===== src/can_acceptance_filter_table_assert.svh =====
// Assertion macros shared by the acceptance filter table modules.
`ifndef CAN_ACCEPTANCE_FILTER_TABLE_ASSERT_SVH
`define CAN_ACCEPTANCE_FILTER_TABLE_ASSERT_SVH

// Same-cycle implication, disabled while reset is asserted.
`define CAFT_ASSERT_IMP(label, clk, rst_n, ante, cons, msg) \
	label: assert property (@(posedge clk) disable iff (!rst_n) (ante) |-> (cons)) \
		else $error(msg);

// Next-cycle implication, disabled while reset is asserted.
`define CAFT_ASSERT_NXT(label, clk, rst_n, ante, cons, msg) \
	label: assert property (@(posedge clk) disable iff (!rst_n) (ante) |=> (cons)) \
		else $error(msg);

`endif


===== src/caft_pkg.sv =====
// Shared types and constants of the CAN acceptance filter table.
`default_nettype none

package caft_pkg;

	// Field widths
	localparam int ID_W   = 32;
	localparam int LEN_W  = 4;
	localparam int DATA_W = 64;
	localparam int LVL_W  = 13;
	localparam int ST_W   = 3;
	localparam int MIDX_W = 4;
	localparam int TOT_W  = 5;
	localparam int SUM_W  = 11;   // eight bytes of 255
	localparam int K_W    = 11;   // 255 * 8
	localparam int PROD_W = 24;   // both sides of the level compare

	localparam int                ERR_BIT       = 29;
	localparam logic [LVL_W-1:0]  FULL_SCALE_MV = 13'd5000;
	localparam logic [LEN_W-1:0]  MAX_LEN       = 4'd8;

	// Command codes
	localparam logic CMD_CHECK = 1'b0;
	localparam logic CMD_ADD   = 1'b1;

	// Result status codes
	localparam logic [ST_W-1:0] ST_EMPTY   = 3'd0;
	localparam logic [ST_W-1:0] ST_MATCH   = 3'd1;
	localparam logic [ST_W-1:0] ST_ERROR   = 3'd2;
	localparam logic [ST_W-1:0] ST_NOMATCH = 3'd3;
	localparam logic [ST_W-1:0] ST_ADDED   = 3'd4;
	localparam logic [ST_W-1:0] ST_FULL    = 3'd5;

	// Result register select codes
	localparam logic [2:0] RES_NONE  = 3'd0;
	localparam logic [2:0] RES_ADD   = 3'd1;
	localparam logic [2:0] RES_EMPTY = 3'd2;
	localparam logic [2:0] RES_HIT   = 3'd3;
	localparam logic [2:0] RES_MISS  = 3'd4;

	typedef struct packed {
		logic [ID_W-1:0]  id;
		logic [ID_W-1:0]  mask;
		logic [LVL_W-1:0] min_level;
	} entry_t;

	// Controller to datapath
	typedef struct packed {
		logic       capture;
		logic       prep;
		logic       lhs;
		logic       scan;
		logic       flush;
		logic [2:0] res_sel;
		logic       load_out;
	} dp_cmd_t;

	// Datapath to controller
	typedef struct packed {
		logic is_add;
		logic empty;
		logic hit;
		logic drained;
	} dp_sts_t;

endpackage

`default_nettype wire


===== src/caft_req_if.sv =====
// Request channel: frame checks and filter adds.
`default_nettype none

interface caft_req_if;
	logic                                valid;
	logic                                ready;
	logic                                command;
	logic [caft_pkg::ID_W-1:0]           frame_id;
	logic [caft_pkg::LEN_W-1:0]          frame_length;
	logic [caft_pkg::DATA_W-1:0]         frame_data;
	logic [caft_pkg::ID_W-1:0]           filter_id;
	logic [caft_pkg::ID_W-1:0]           filter_mask;
	logic [caft_pkg::LVL_W-1:0]          filter_min_level;

	modport source (
		output valid, command, frame_id, frame_length, frame_data,
		       filter_id, filter_mask, filter_min_level,
		input  ready
	);

	modport sink (
		input  valid, command, frame_id, frame_length, frame_data,
		       filter_id, filter_mask, filter_min_level,
		output ready
	);
endinterface

`default_nettype wire


===== src/caft_rsp_if.sv =====
// Response channel: one result per request.
`default_nettype none

interface caft_rsp_if;
	logic                         valid;
	logic                         ready;
	logic                         accepted;
	logic [caft_pkg::ST_W-1:0]    status;
	logic [caft_pkg::MIDX_W-1:0]  matched_index;
	logic [caft_pkg::TOT_W-1:0]   filter_total;

	modport source (
		output valid, accepted, status, matched_index, filter_total,
		input  ready
	);

	modport sink (
		input  valid, accepted, status, matched_index, filter_total,
		output ready
	);
endinterface

`default_nettype wire


===== src/caft_ctrl.sv =====
// Controller state machine of the acceptance filter table.
`default_nettype none
`include "can_acceptance_filter_table_assert.svh"

module caft_ctrl (
	input  logic              clk,
	input  logic              arst_n,
	input  logic              req_valid,
	output logic              req_ready,
	output logic              rsp_valid,
	input  logic              rsp_ready,
	input  caft_pkg::dp_sts_t sts,
	output caft_pkg::dp_cmd_t cmd
);

	localparam logic [2:0] S_IDLE   = 3'd0;
	localparam logic [2:0] S_DECODE = 3'd1;
	localparam logic [2:0] S_LHS    = 3'd2;
	localparam logic [2:0] S_SCAN   = 3'd3;
	localparam logic [2:0] S_FINISH = 3'd4;

	logic [2:0] state_q;
	logic [2:0] state_d;
	logic       rsp_valid_q;
	logic       slot_free;

	assign slot_free = !rsp_valid_q || rsp_ready;
	assign rsp_valid = rsp_valid_q;

	// Sequence one request through decode, scan and result hand-off
	always_comb begin
		state_d   = state_q;
		req_ready = 1'b0;
		cmd       = '0;
		cmd.res_sel = caft_pkg::RES_NONE;
		unique case (state_q)
			S_IDLE: begin
				req_ready = 1'b1;
				if (req_valid) begin
					cmd.capture = 1'b1;
					state_d     = S_DECODE;
				end
			end
			S_DECODE: begin
				cmd.prep = 1'b1;
				if (sts.is_add) begin
					cmd.res_sel = caft_pkg::RES_ADD;
					state_d     = S_FINISH;
				end else if (sts.empty) begin
					cmd.res_sel = caft_pkg::RES_EMPTY;
					state_d     = S_FINISH;
				end else begin
					state_d = S_LHS;
				end
			end
			S_LHS: begin
				cmd.lhs = 1'b1;
				state_d = S_SCAN;
			end
			S_SCAN: begin
				cmd.scan = 1'b1;
				if (sts.hit) begin
					cmd.flush   = 1'b1;
					cmd.res_sel = caft_pkg::RES_HIT;
					state_d     = S_FINISH;
				end else if (sts.drained) begin
					cmd.res_sel = caft_pkg::RES_MISS;
					state_d     = S_FINISH;
				end
			end
			S_FINISH: begin
				if (slot_free) begin
					cmd.load_out = 1'b1;
					state_d      = S_IDLE;
				end
			end
			default: begin
				state_d = S_IDLE;
			end
		endcase
	end

	// Advance state, hold the response until taken
	always_ff @(posedge clk or negedge arst_n) begin
		if (!arst_n) begin
			state_q     <= S_IDLE;
			rsp_valid_q <= 1'b0;
		end else begin
			state_q <= state_d;
			if (cmd.load_out) begin
				rsp_valid_q <= 1'b1;
			end else if (rsp_ready) begin
				rsp_valid_q <= 1'b0;
			end
		end
	end

	`CAFT_ASSERT_NXT(a_accept_decode, clk, arst_n, req_valid && req_ready, state_q == S_DECODE, "accepted request did not enter decode")
	`CAFT_ASSERT_NXT(a_load_valid, clk, arst_n, cmd.load_out, rsp_valid_q && state_q == S_IDLE, "loaded result not presented")
	`CAFT_ASSERT_NXT(a_hit_finish, clk, arst_n, state_q == S_SCAN && sts.hit, state_q == S_FINISH, "scan hit did not finish")

endmodule

`default_nettype wire


===== src/caft_dp.sv =====
// Datapath: filter memory, level arithmetic, scan pipeline and result registers.
`default_nettype none
`include "can_acceptance_filter_table_assert.svh"

module caft_dp #(
	parameter int FILTER_SLOTS = 16
) (
	input  logic                          clk,
	input  logic                          arst_n,
	input  logic                          command,
	input  logic [caft_pkg::ID_W-1:0]     frame_id,
	input  logic [caft_pkg::LEN_W-1:0]    frame_length,
	input  logic [caft_pkg::DATA_W-1:0]   frame_data,
	input  logic [caft_pkg::ID_W-1:0]     filter_id,
	input  logic [caft_pkg::ID_W-1:0]     filter_mask,
	input  logic [caft_pkg::LVL_W-1:0]    filter_min_level,
	input  caft_pkg::dp_cmd_t             cmd,
	output caft_pkg::dp_sts_t             sts,
	output logic                          accepted,
	output logic [caft_pkg::ST_W-1:0]     status,
	output logic [caft_pkg::MIDX_W-1:0]   matched_index,
	output logic [caft_pkg::TOT_W-1:0]    filter_total
);

	localparam int CNT_W = $clog2(FILTER_SLOTS + 1);
	localparam int IDX_W = (FILTER_SLOTS > 1) ? $clog2(FILTER_SLOTS) : 1;

	// Captured request
	logic                          command_q;
	logic [caft_pkg::ID_W-1:0]     fid_q;
	logic [caft_pkg::LEN_W-1:0]    len_q;
	logic [caft_pkg::DATA_W-1:0]   data_q;
	caft_pkg::entry_t              new_q;

	// Table
	caft_pkg::entry_t              mem_q [FILTER_SLOTS];
	logic [CNT_W-1:0]              count_q;
	logic                          full;
	logic                          wr_en;

	// Level arithmetic
	logic [caft_pkg::LEN_W-1:0]    len_sat;
	logic [caft_pkg::SUM_W-1:0]    sum;
	logic [caft_pkg::K_W-1:0]      len_ext;
	logic [caft_pkg::SUM_W-1:0]    sum_q;
	logic [caft_pkg::K_W-1:0]      k_q;
	logic [caft_pkg::PROD_W-1:0]   lhs_q;

	// Scan pipeline
	logic [CNT_W-1:0]              ptr_q;
	logic                          more;
	logic                          issue;
	logic                          valid_s1;
	logic [IDX_W-1:0]              idx_s1;
	caft_pkg::entry_t              ent_s1;
	logic                          valid_s2;
	logic [IDX_W-1:0]              idx_s2;
	logic                          match_s2;
	logic [caft_pkg::PROD_W-1:0]   rhs_s2;
	logic                          hit;
	logic                          drained;

	// Result
	logic                          res_acc_q;
	logic [caft_pkg::ST_W-1:0]     res_st_q;
	logic [IDX_W-1:0]              res_idx_q;
	logic [IDX_W+caft_pkg::MIDX_W-1:0] idx_ext;
	logic [CNT_W+caft_pkg::TOT_W-1:0]  tot_ext;
	logic                          accepted_q;
	logic [caft_pkg::ST_W-1:0]     status_q;
	logic [caft_pkg::MIDX_W-1:0]   matched_index_q;
	logic [caft_pkg::TOT_W-1:0]    filter_total_q;

	assign full  = (count_q == CNT_W'(FILTER_SLOTS));
	assign wr_en = (cmd.res_sel == caft_pkg::RES_ADD) && !full;
	assign more  = (ptr_q < count_q);
	assign issue = cmd.scan && !cmd.flush && more;
	assign hit   = valid_s2 && match_s2 && (lhs_q >= rhs_s2);
	assign drained = !more && !valid_s1 && !valid_s2;

	assign sts.is_add  = (command_q == caft_pkg::CMD_ADD);
	assign sts.empty   = (count_q == '0);
	assign sts.hit     = hit;
	assign sts.drained = drained;

	// Capture the request payload
	always_ff @(posedge clk) begin
		if (cmd.capture) begin
			command_q         <= command;
			fid_q             <= frame_id;
			len_q             <= frame_length;
			data_q            <= frame_data;
			new_q.id          <= filter_id;
			new_q.mask        <= filter_mask;
			new_q.min_level   <= filter_min_level;
		end
	end

	// Saturate the length and add the bytes inside it
	always_comb begin
		len_sat = (len_q > caft_pkg::MAX_LEN) ? caft_pkg::MAX_LEN : len_q;
		sum     = '0;
		for (int i = 0; i < 8; i++) begin
			if (caft_pkg::LEN_W'(i) < len_sat) begin
				sum = sum + caft_pkg::SUM_W'(data_q[8*i +: 8]);
			end
		end
		len_ext = {{(caft_pkg::K_W-caft_pkg::LEN_W){1'b0}}, len_sat};
	end

	// Register sum and 255 * length, then 5000 * sum
	always_ff @(posedge clk) begin
		if (cmd.prep) begin
			sum_q <= sum;
			k_q   <= (len_ext << 8) - len_ext;
		end
		if (cmd.lhs) begin
			lhs_q <= {{(caft_pkg::PROD_W-caft_pkg::SUM_W){1'b0}}, sum_q}
			       * {{(caft_pkg::PROD_W-caft_pkg::LVL_W){1'b0}}, caft_pkg::FULL_SCALE_MV};
		end
	end

	// Append a filter at the end of the table
	always_ff @(posedge clk) begin
		if (wr_en) begin
			mem_q[count_q[IDX_W-1:0]] <= new_q;
		end
	end

	// Read one entry per cycle during the scan
	always_ff @(posedge clk) begin
		if (issue) begin
			ent_s1 <= mem_q[ptr_q[IDX_W-1:0]];
			idx_s1 <= ptr_q[IDX_W-1:0];
		end
		if (valid_s1) begin
			idx_s2   <= idx_s1;
			match_s2 <= ((fid_q & ent_s1.mask) == (ent_s1.id & ent_s1.mask));
			rhs_s2   <= {{(caft_pkg::PROD_W-caft_pkg::LVL_W){1'b0}}, ent_s1.min_level}
			          * {{(caft_pkg::PROD_W-caft_pkg::K_W){1'b0}}, k_q};
		end
	end

	// Count, scan pointer and stage valids
	always_ff @(posedge clk or negedge arst_n) begin
		if (!arst_n) begin
			count_q  <= '0;
			ptr_q    <= '0;
			valid_s1 <= 1'b0;
			valid_s2 <= 1'b0;
		end else begin
			if (wr_en) begin
				count_q <= count_q + 1'b1;
			end
			if (cmd.prep) begin
				ptr_q <= '0;
			end else if (issue) begin
				ptr_q <= ptr_q + 1'b1;
			end
			if (cmd.flush) begin
				valid_s1 <= 1'b0;
				valid_s2 <= 1'b0;
			end else begin
				valid_s1 <= issue;
				valid_s2 <= valid_s1;
			end
		end
	end

	// Record the outcome of the request
	always_ff @(posedge clk) begin
		unique case (cmd.res_sel)
			caft_pkg::RES_ADD: begin
				res_acc_q <= !full;
				res_st_q  <= full ? caft_pkg::ST_FULL : caft_pkg::ST_ADDED;
				res_idx_q <= '0;
			end
			caft_pkg::RES_EMPTY: begin
				res_acc_q <= 1'b1;
				res_st_q  <= caft_pkg::ST_EMPTY;
				res_idx_q <= '0;
			end
			caft_pkg::RES_HIT: begin
				res_acc_q <= !fid_q[caft_pkg::ERR_BIT];
				res_st_q  <= fid_q[caft_pkg::ERR_BIT] ? caft_pkg::ST_ERROR : caft_pkg::ST_MATCH;
				res_idx_q <= idx_s2;
			end
			caft_pkg::RES_MISS: begin
				res_acc_q <= 1'b0;
				res_st_q  <= caft_pkg::ST_NOMATCH;
				res_idx_q <= '0;
			end
			default: begin
				res_acc_q <= res_acc_q;
			end
		endcase
	end

	assign idx_ext = {{caft_pkg::MIDX_W{1'b0}}, res_idx_q};
	assign tot_ext = {{caft_pkg::TOT_W{1'b0}}, count_q};

	// Load the response register
	always_ff @(posedge clk) begin
		if (cmd.load_out) begin
			accepted_q      <= res_acc_q;
			status_q        <= res_st_q;
			matched_index_q <= idx_ext[caft_pkg::MIDX_W-1:0];
			filter_total_q  <= tot_ext[caft_pkg::TOT_W-1:0];
		end
	end

	assign accepted      = accepted_q;
	assign status        = status_q;
	assign matched_index = matched_index_q;
	assign filter_total  = filter_total_q;

	`CAFT_ASSERT_IMP(a_count_bound, clk, arst_n, 1'b1, count_q <= CNT_W'(FILTER_SLOTS), "filter count beyond table size")
	`CAFT_ASSERT_IMP(a_hit_not_drained, clk, arst_n, hit, !drained, "hit reported with empty pipeline")
	`CAFT_ASSERT_NXT(a_issue_stage, clk, arst_n, issue, valid_s1 && idx_s1 == $past(ptr_q[IDX_W-1:0]), "issued read lost")

endmodule

`default_nettype wire


===== src/can_acceptance_filter_table.sv =====
// Top level of the CAN acceptance filter table.
//
//   channel  role    handshake     contents
//   cmd      sink    valid/ready   command, frame fields, new filter fields
//   rsp      source  valid/ready   accepted, status, matched_index, filter_total
//
// One request is in work at a time; cmd.ready is high only while idle.
// Add, or check against an empty table: decode, then the finish state loads the response.
// Check: decode, level product, then a scan that stops at the first hit or after the last entry;
// the scan reads one filter memory entry per cycle through a two-stage pipeline.
// A response not yet taken stalls the next result in the finish state only.
// Reset empties the table; filter entries need no clearing.
`default_nettype none

module can_acceptance_filter_table #(
	parameter int FILTER_SLOTS = 16
) (
	input  logic        clk,
	input  logic        arst_n,
	caft_req_if.sink    cmd,
	caft_rsp_if.source  rsp
);

	caft_pkg::dp_cmd_t dp_cmd;
	caft_pkg::dp_sts_t dp_sts;

	caft_ctrl u_ctrl (
		.clk       (clk),
		.arst_n    (arst_n),
		.req_valid (cmd.valid),
		.req_ready (cmd.ready),
		.rsp_valid (rsp.valid),
		.rsp_ready (rsp.ready),
		.sts       (dp_sts),
		.cmd       (dp_cmd)
	);

	caft_dp #(
		.FILTER_SLOTS (FILTER_SLOTS)
	) u_dp (
		.clk              (clk),
		.arst_n           (arst_n),
		.command          (cmd.command),
		.frame_id         (cmd.frame_id),
		.frame_length     (cmd.frame_length),
		.frame_data       (cmd.frame_data),
		.filter_id        (cmd.filter_id),
		.filter_mask      (cmd.filter_mask),
		.filter_min_level (cmd.filter_min_level),
		.cmd              (dp_cmd),
		.sts              (dp_sts),
		.accepted         (rsp.accepted),
		.status           (rsp.status),
		.matched_index    (rsp.matched_index),
		.filter_total     (rsp.filter_total)
	);

endmodule

`default_nettype wire


===== src/flat_wrapper.sv =====
// flat-port wrapper written by rule: the top's interface ports become plain ports
module can_acceptance_filter_table_flat 
#(
	parameter int FILTER_SLOTS = 16
)
  (clk, arst_n, cmd_valid, cmd_command, cmd_frame_id, cmd_frame_length, cmd_frame_data, cmd_filter_id, cmd_filter_mask, cmd_filter_min_level, cmd_ready, rsp_valid, rsp_accepted, rsp_status, rsp_matched_index, rsp_filter_total, rsp_ready);
  caft_req_if cmd_i ();
  caft_rsp_if rsp_i ();
  input  logic clk;
  input  logic arst_n;
  input wire logic [$bits(cmd_i.valid)-1:0] cmd_valid;
  input wire logic [$bits(cmd_i.command)-1:0] cmd_command;
  input wire logic [$bits(cmd_i.frame_id)-1:0] cmd_frame_id;
  input wire logic [$bits(cmd_i.frame_length)-1:0] cmd_frame_length;
  input wire logic [$bits(cmd_i.frame_data)-1:0] cmd_frame_data;
  input wire logic [$bits(cmd_i.filter_id)-1:0] cmd_filter_id;
  input wire logic [$bits(cmd_i.filter_mask)-1:0] cmd_filter_mask;
  input wire logic [$bits(cmd_i.filter_min_level)-1:0] cmd_filter_min_level;
  output wire logic [$bits(cmd_i.ready)-1:0] cmd_ready;
  output wire logic [$bits(rsp_i.valid)-1:0] rsp_valid;
  output wire logic [$bits(rsp_i.accepted)-1:0] rsp_accepted;
  output wire logic [$bits(rsp_i.status)-1:0] rsp_status;
  output wire logic [$bits(rsp_i.matched_index)-1:0] rsp_matched_index;
  output wire logic [$bits(rsp_i.filter_total)-1:0] rsp_filter_total;
  input wire logic [$bits(rsp_i.ready)-1:0] rsp_ready;
  assign cmd_i.valid = cmd_valid;
  assign cmd_i.command = cmd_command;
  assign cmd_i.frame_id = cmd_frame_id;
  assign cmd_i.frame_length = cmd_frame_length;
  assign cmd_i.frame_data = cmd_frame_data;
  assign cmd_i.filter_id = cmd_filter_id;
  assign cmd_i.filter_mask = cmd_filter_mask;
  assign cmd_i.filter_min_level = cmd_filter_min_level;
  assign cmd_ready = cmd_i.ready;
  assign rsp_valid = rsp_i.valid;
  assign rsp_accepted = rsp_i.accepted;
  assign rsp_status = rsp_i.status;
  assign rsp_matched_index = rsp_i.matched_index;
  assign rsp_filter_total = rsp_i.filter_total;
  assign rsp_i.ready = rsp_ready;
  can_acceptance_filter_table #(.FILTER_SLOTS(FILTER_SLOTS)) u_core (.clk(clk), .arst_n(arst_n), .cmd(cmd_i), .rsp(rsp_i));
endmodule

===== config.mk =====
export PLATFORM = sky130hd
export DESIGN_NAME = can_acceptance_filter_table_flat
export DESIGN_NICKNAME = d
export VERILOG_FILES = /design/src/caft_pkg.sv /design/src/caft_req_if.sv /design/src/caft_rsp_if.sv /design/src/caft_ctrl.sv /design/src/caft_dp.sv /design/src/can_acceptance_filter_table.sv /design/src/flat_wrapper.sv
export VERILOG_INCLUDE_DIRS = /design/src /design/src/src
export SDC_FILE = /design/constraint.sdc
export NUM_CORES = 2
export LEC_CHECK = 0
export ABC_AREA = 1
export BUFFER_PORTS_ARGS = -buffer_cell sky130_fd_sc_hd__buf_2
export CAP_MARGIN = 20
export CORE_ASPECT_RATIO = 1.1
export CORE_UTILIZATION = 57
export CTS_BUF_LIST = sky130_fd_sc_hd__clkbuf_4 sky130_fd_sc_hd__clkbuf_8
export CTS_CLUSTER_DIAMETER = 150
export DETAILED_ROUTE_END_ITERATION = 16
export PLACE_DENSITY = 0.74
export SYNTH_ARGS = -nofsm -noshare
export SYNTH_HDL_FRONTEND = slang
export SYNTH_HIERARCHICAL = 1
export SYNTH_SLANG_ARGS = --single-unit

===== constraint.sdc =====
create_clock -name clk -period 34.8 [get_ports clk]
set_input_delay 3.48 -clock clk [delete_from_list [all_inputs] [get_ports clk]]
set_output_delay 3.48 -clock clk [all_outputs]
set_load 0.005 [all_outputs]

==> impl_metrics.ini <==
[power]
seq_power_share_pct = 32.7
p_int_mw = 5.05
clockPowerShare_pct = 18.1
switchingPower_mw = 3.43
p_per_area_nw_per_um2 = 110
peakVddDrop_uv = 264
p_sw_share_pct = 40.4
pwr-share-comb_pct = 49.2
p_leak_nw = 28.1

[global_routing]
grt_pass1_vias = 42600
grt_pass1_wl_mm = 248
grt_max_degree = 203
antenna_found_initial = 7
overflow = 0
track_usage_pct = 26.6

[final_layout]
syn_to_final_growth_pct = 10.8
multiInputGateArea_sq_um = 19600
design_area_sq_um = 77500
fill_cells = 8801
fin_cells = 7380
layout-drive-gt1-share_pct = 12.8
seq_area_sq_um = 47900
nNetsFinal = 6061

[run_status]
status = complete, no violations

[die]
start_util_pct = 57.5
die-area_sq_um = 124000
core_sq_um = 122000
die_x_um = 336
io_pins = 197
fp-row-count = 134
dieHeight_um = 369

[cts]
root_buffer = clkbuf_8
clock-sinks = 1599
htreeDepth = 4
clockBufferDepth = 3
clkLatencyLatePin_ns = 0.93
cts_hold_buf = 0
post_cts_buffers = 0
post_cts_resized = 0
numCtsBuffers = 239
cts_tree = done
clkTransAtPathRegs_ns = 0.06

[timing]
fmax_ghz = 0.111
rsz0062_at_grt = false
min_period_ns = 8.98
min_period_over_period_pct = 25.8
fin_skew_ns = 0.0468
timing.slew.headroom_pct = 23.9
slew_violations = 0
worst-slew-pin-transition_ns = 1.14
finalSetupViolCount = 0
fin_hold_ws_ns = 0.416
fin_setup_tns_ns = 0
finalHoldViolCount = 0

[drt]
postRouteAntennaNets = 0
drtPass1Iterations = 6
drc = 0
viasPerCell = 5.91
detail_route.iter0.violations = 4947
wl_per_cell_um = 22.3
wirelength_mm = 165
num_vias = 43600

[synth]
ys_types = 56
postSynth.asyncResetShare_pct = 1.00
synth_edf_count = 1583
synth.avg_cell_area_sq_um = 13.2
synth_area_sq_um = 69900
synth_seq_cells = 1599
syn_nets = 5823
synth_cells = 5310
synth_ff_type = edfxtp_1
ys_seq_area_share_pct = 68.6
ys_warn_count = 6

[critical_path]
crit_top_cell = nand2_1
slowest_delay_ns = 0.69
required_ns = 35.47
cp-end-kind = flip-flop
critPathMaxFanout = 16
crit_slowest_cell = edfxtp_1
critPathKind = flip-flop to flip-flop
arrival_ns = 9.65
start_kind = flip-flop

[run]
maxCapViolations = 0

[placed_design]
dp_hpwl_mm = 91.2
dpl_cell_area_sq_um = 72500
io_buffer_count = 196
place_inst = 6935
place_congestion = 0.895

[hold_path]
holdCritPathClass = flip-flop to flip-flop
## metal layers
layer  routed length [um]  track usage (%)  up-vias
met2                79700             42.9     2058
li1                     -                -    19800
met3                14300             4.35      347
met1                65200             36.4    21400
met5                   13                0        -
met4                 5620             10.9        2
## flip-flops by register name, indices dropped and copies added, names as in the netlist, 4 cells and up
name / cells
u_core/u_dp/data_q: 64
u_core/u_dp/len_q: 4
u_core/u_dp/count_q: 5
u_core/u_dp/filter_total: 5
u_core/u_dp/fid_q: 32
u_core/u_dp/rhs_s2: 24
u_core/u_dp/ent_s1: 77
u_core/u_dp/new_q: 77
u_core/u_dp/idx_s1: 4
u_core/u_dp/lhs_q: 21
u_core/u_dp/res_idx_q: 4
u_core/u_dp/sum_q: 11
u_core/u_dp/matched_index: 4
u_core/u_dp/k_q: 10
u_core/u_dp/mem_q: 1232
u_core/u_dp/idx_s2: 4
u_core/u_dp/ptr_q: 5
## cell usage after synthesis, types with 4 or more instances
cell | instances | share of area, %
edfxtp_1 | 1583 | 68
nor2_1 | 744 | 4.0
nand2_1 | 591 | 3.2
inv_1 | 382 | 2.1
o21ai_0 | 380 | 2.7
clkbuf_1 | 224 | 1.2
nand3_1 | 214 | 1.5
ha_1 | 206 | 3.7
o32ai_1 | 177 | 2.2
o221ai_1 | 133 | 1.7
mux2i_1 | 131 | 1.9
fa_1 | 125 | 3.6
a21oi_1 | 111 | 0.79
xor2_1 | 38 | 0.48
o211ai_1 | 26 | 0.28
buf_1 | 22 | 0.12
nor3_1 | 18 | 0.13
or2_2 | 18 | 0.16
xnor2_1 | 18 | 0.23
dfrtp_1 | 16 | 0.57
buf_2 | 15 | 0.11
nand2_2 | 12 | 0.11
nand4_1 | 12 | 0.11
o21ai_1 | 12 | 0.086
a31oi_1 | 9 | 0.081
o21ai_2 | 9 | 0.11
a21o_1 | 7 | 0.075
and2_1 | 7 | 0.063
inv_2 | 7 | 0.038
o21a_1 | 7 | 0.075
nand3b_1 | 6 | 0.064
a21boi_0 | 4 | 0.043
a311o_1 | 4 | 0.057
buf_4 | 4 | 0.043
nand3_2 | 4 | 0.057
nor4_1 | 4 | 0.036
## worst max-delay path: cells and delay by family (launching register included)
kind                     cells  cell delay [ns]
AND/OR/NAND/NOR             23             2.61
flip-flops                   1             0.69
AO/OA/AOI/OAI                8             1.35
buffers and inverters        7             0.51
adder cells (fa/ha/maj)      9             2.81
XOR/XNOR                     4             0.72
## logic make-up (layout without fill, tap and decap cells)
logic type,after synthesis,count (layout),share of synthesized area [%]
adders and majority gates,331,331,7.27
other,0,2,0
DFF,1599,1599,68.6
muxes,131,131,1.88
AOI/OAI and AO/OA,894,894,8.39
buffers and inverters,659,1095,3.61
and+or+nand+nor,1640,1640,9.59
xor gates and xnor gates,56,56,0.701
## power by group through the flow
| stage | registers [mW] | logic [mW] | clock network [mW] |
|---|---|---|---|
| after global routing | 2.80 | 4.82 | 1.64 |
| after CTS | 2.77 | 4.19 | 1.56 |
| after detailed placement | 2.81 | 4.16 | 0 |
| final | 2.77 | 4.17 | 1.54 |
| after global placement | 2.81 | 4.07 | 0 |
| after floorplan | 2.74 | 3.31 | 0 |
## per-stage QoR
step / power (mW) / utilization [%] / setup slack (ns)
after floorplan: 6.05 / - / 18.43
after global placement: 6.87 / 59.7 / 26.20
after detailed placement: 6.98 / 59.7 / 25.92
after CTS: 8.53 / 63.7 / 25.86
after global routing: 9.25 / 63.7 / 24.89
final: 8.48 / 63.7 / 25.82
## worst paths after layout
| kind | start | slack [ns] | cells after the start | end |
|---|---|---|---|---|
| hold reg to reg | u_core/u_dp/res_st_q[2] | 0.42 | 0 | u_core/u_dp/status[2] |
| min in group asynchronous | arst_n | 2.49 | 1 | u_core/u_ctrl/state_q[0] |
| setup / recovery | u_core/u_dp/len_q[3] | 25.82 | 51 | u_core/u_dp/sum_q[10] |
| max in group asynchronous | arst_n | 31.95 | 1 | u_core/u_dp/ptr_q[0] |
| setup reg to reg | u_core/u_dp/len_q[3] | 25.82 | 51 | u_core/u_dp/sum_q[10] |
| hold / removal | u_core/u_dp/res_st_q[2] | 0.42 | 0 | u_core/u_dp/status[2] |
## layout make-up
type / count / area share [%]
Timing Repair Buffer: 264 / 2.01
Sequential cell: 1599 / 61.9
Clock inverter: 128 / 1.28
Multi-Input combinational cell: 3052 / 25.3
Inverter: 392 / 1.92
Clock buffer: 311 / 4.97
Antenna cell: 2 / 0.00646
Tap cell: 1632 / 2.64
## placed cells by master, fill, tap and decap left out, drive strengths merged, types with 11 or more instances in the layout
master  netlist  routed
clkinv        1     103
a31oi        11      11
nand4        12      12
o21ai       401     401
mux2i       131     131
fa          125     125
dfrtp        16      16
nand3       218     218
nor3         18      18
or2          18      18
nand2       603     603
bufinv        0      13
xor2         38      38
edfxtp     1583    1583
clkbuf      224     311
o211ai       26      26
ha          206     206
o221ai      133     133
nor2        750     750
a21oi       112     112
o32ai       177     177
xnor2        18      18
inv         391     399
buf          43     264
Note: power is estimated with default switching activity, not from simulation.
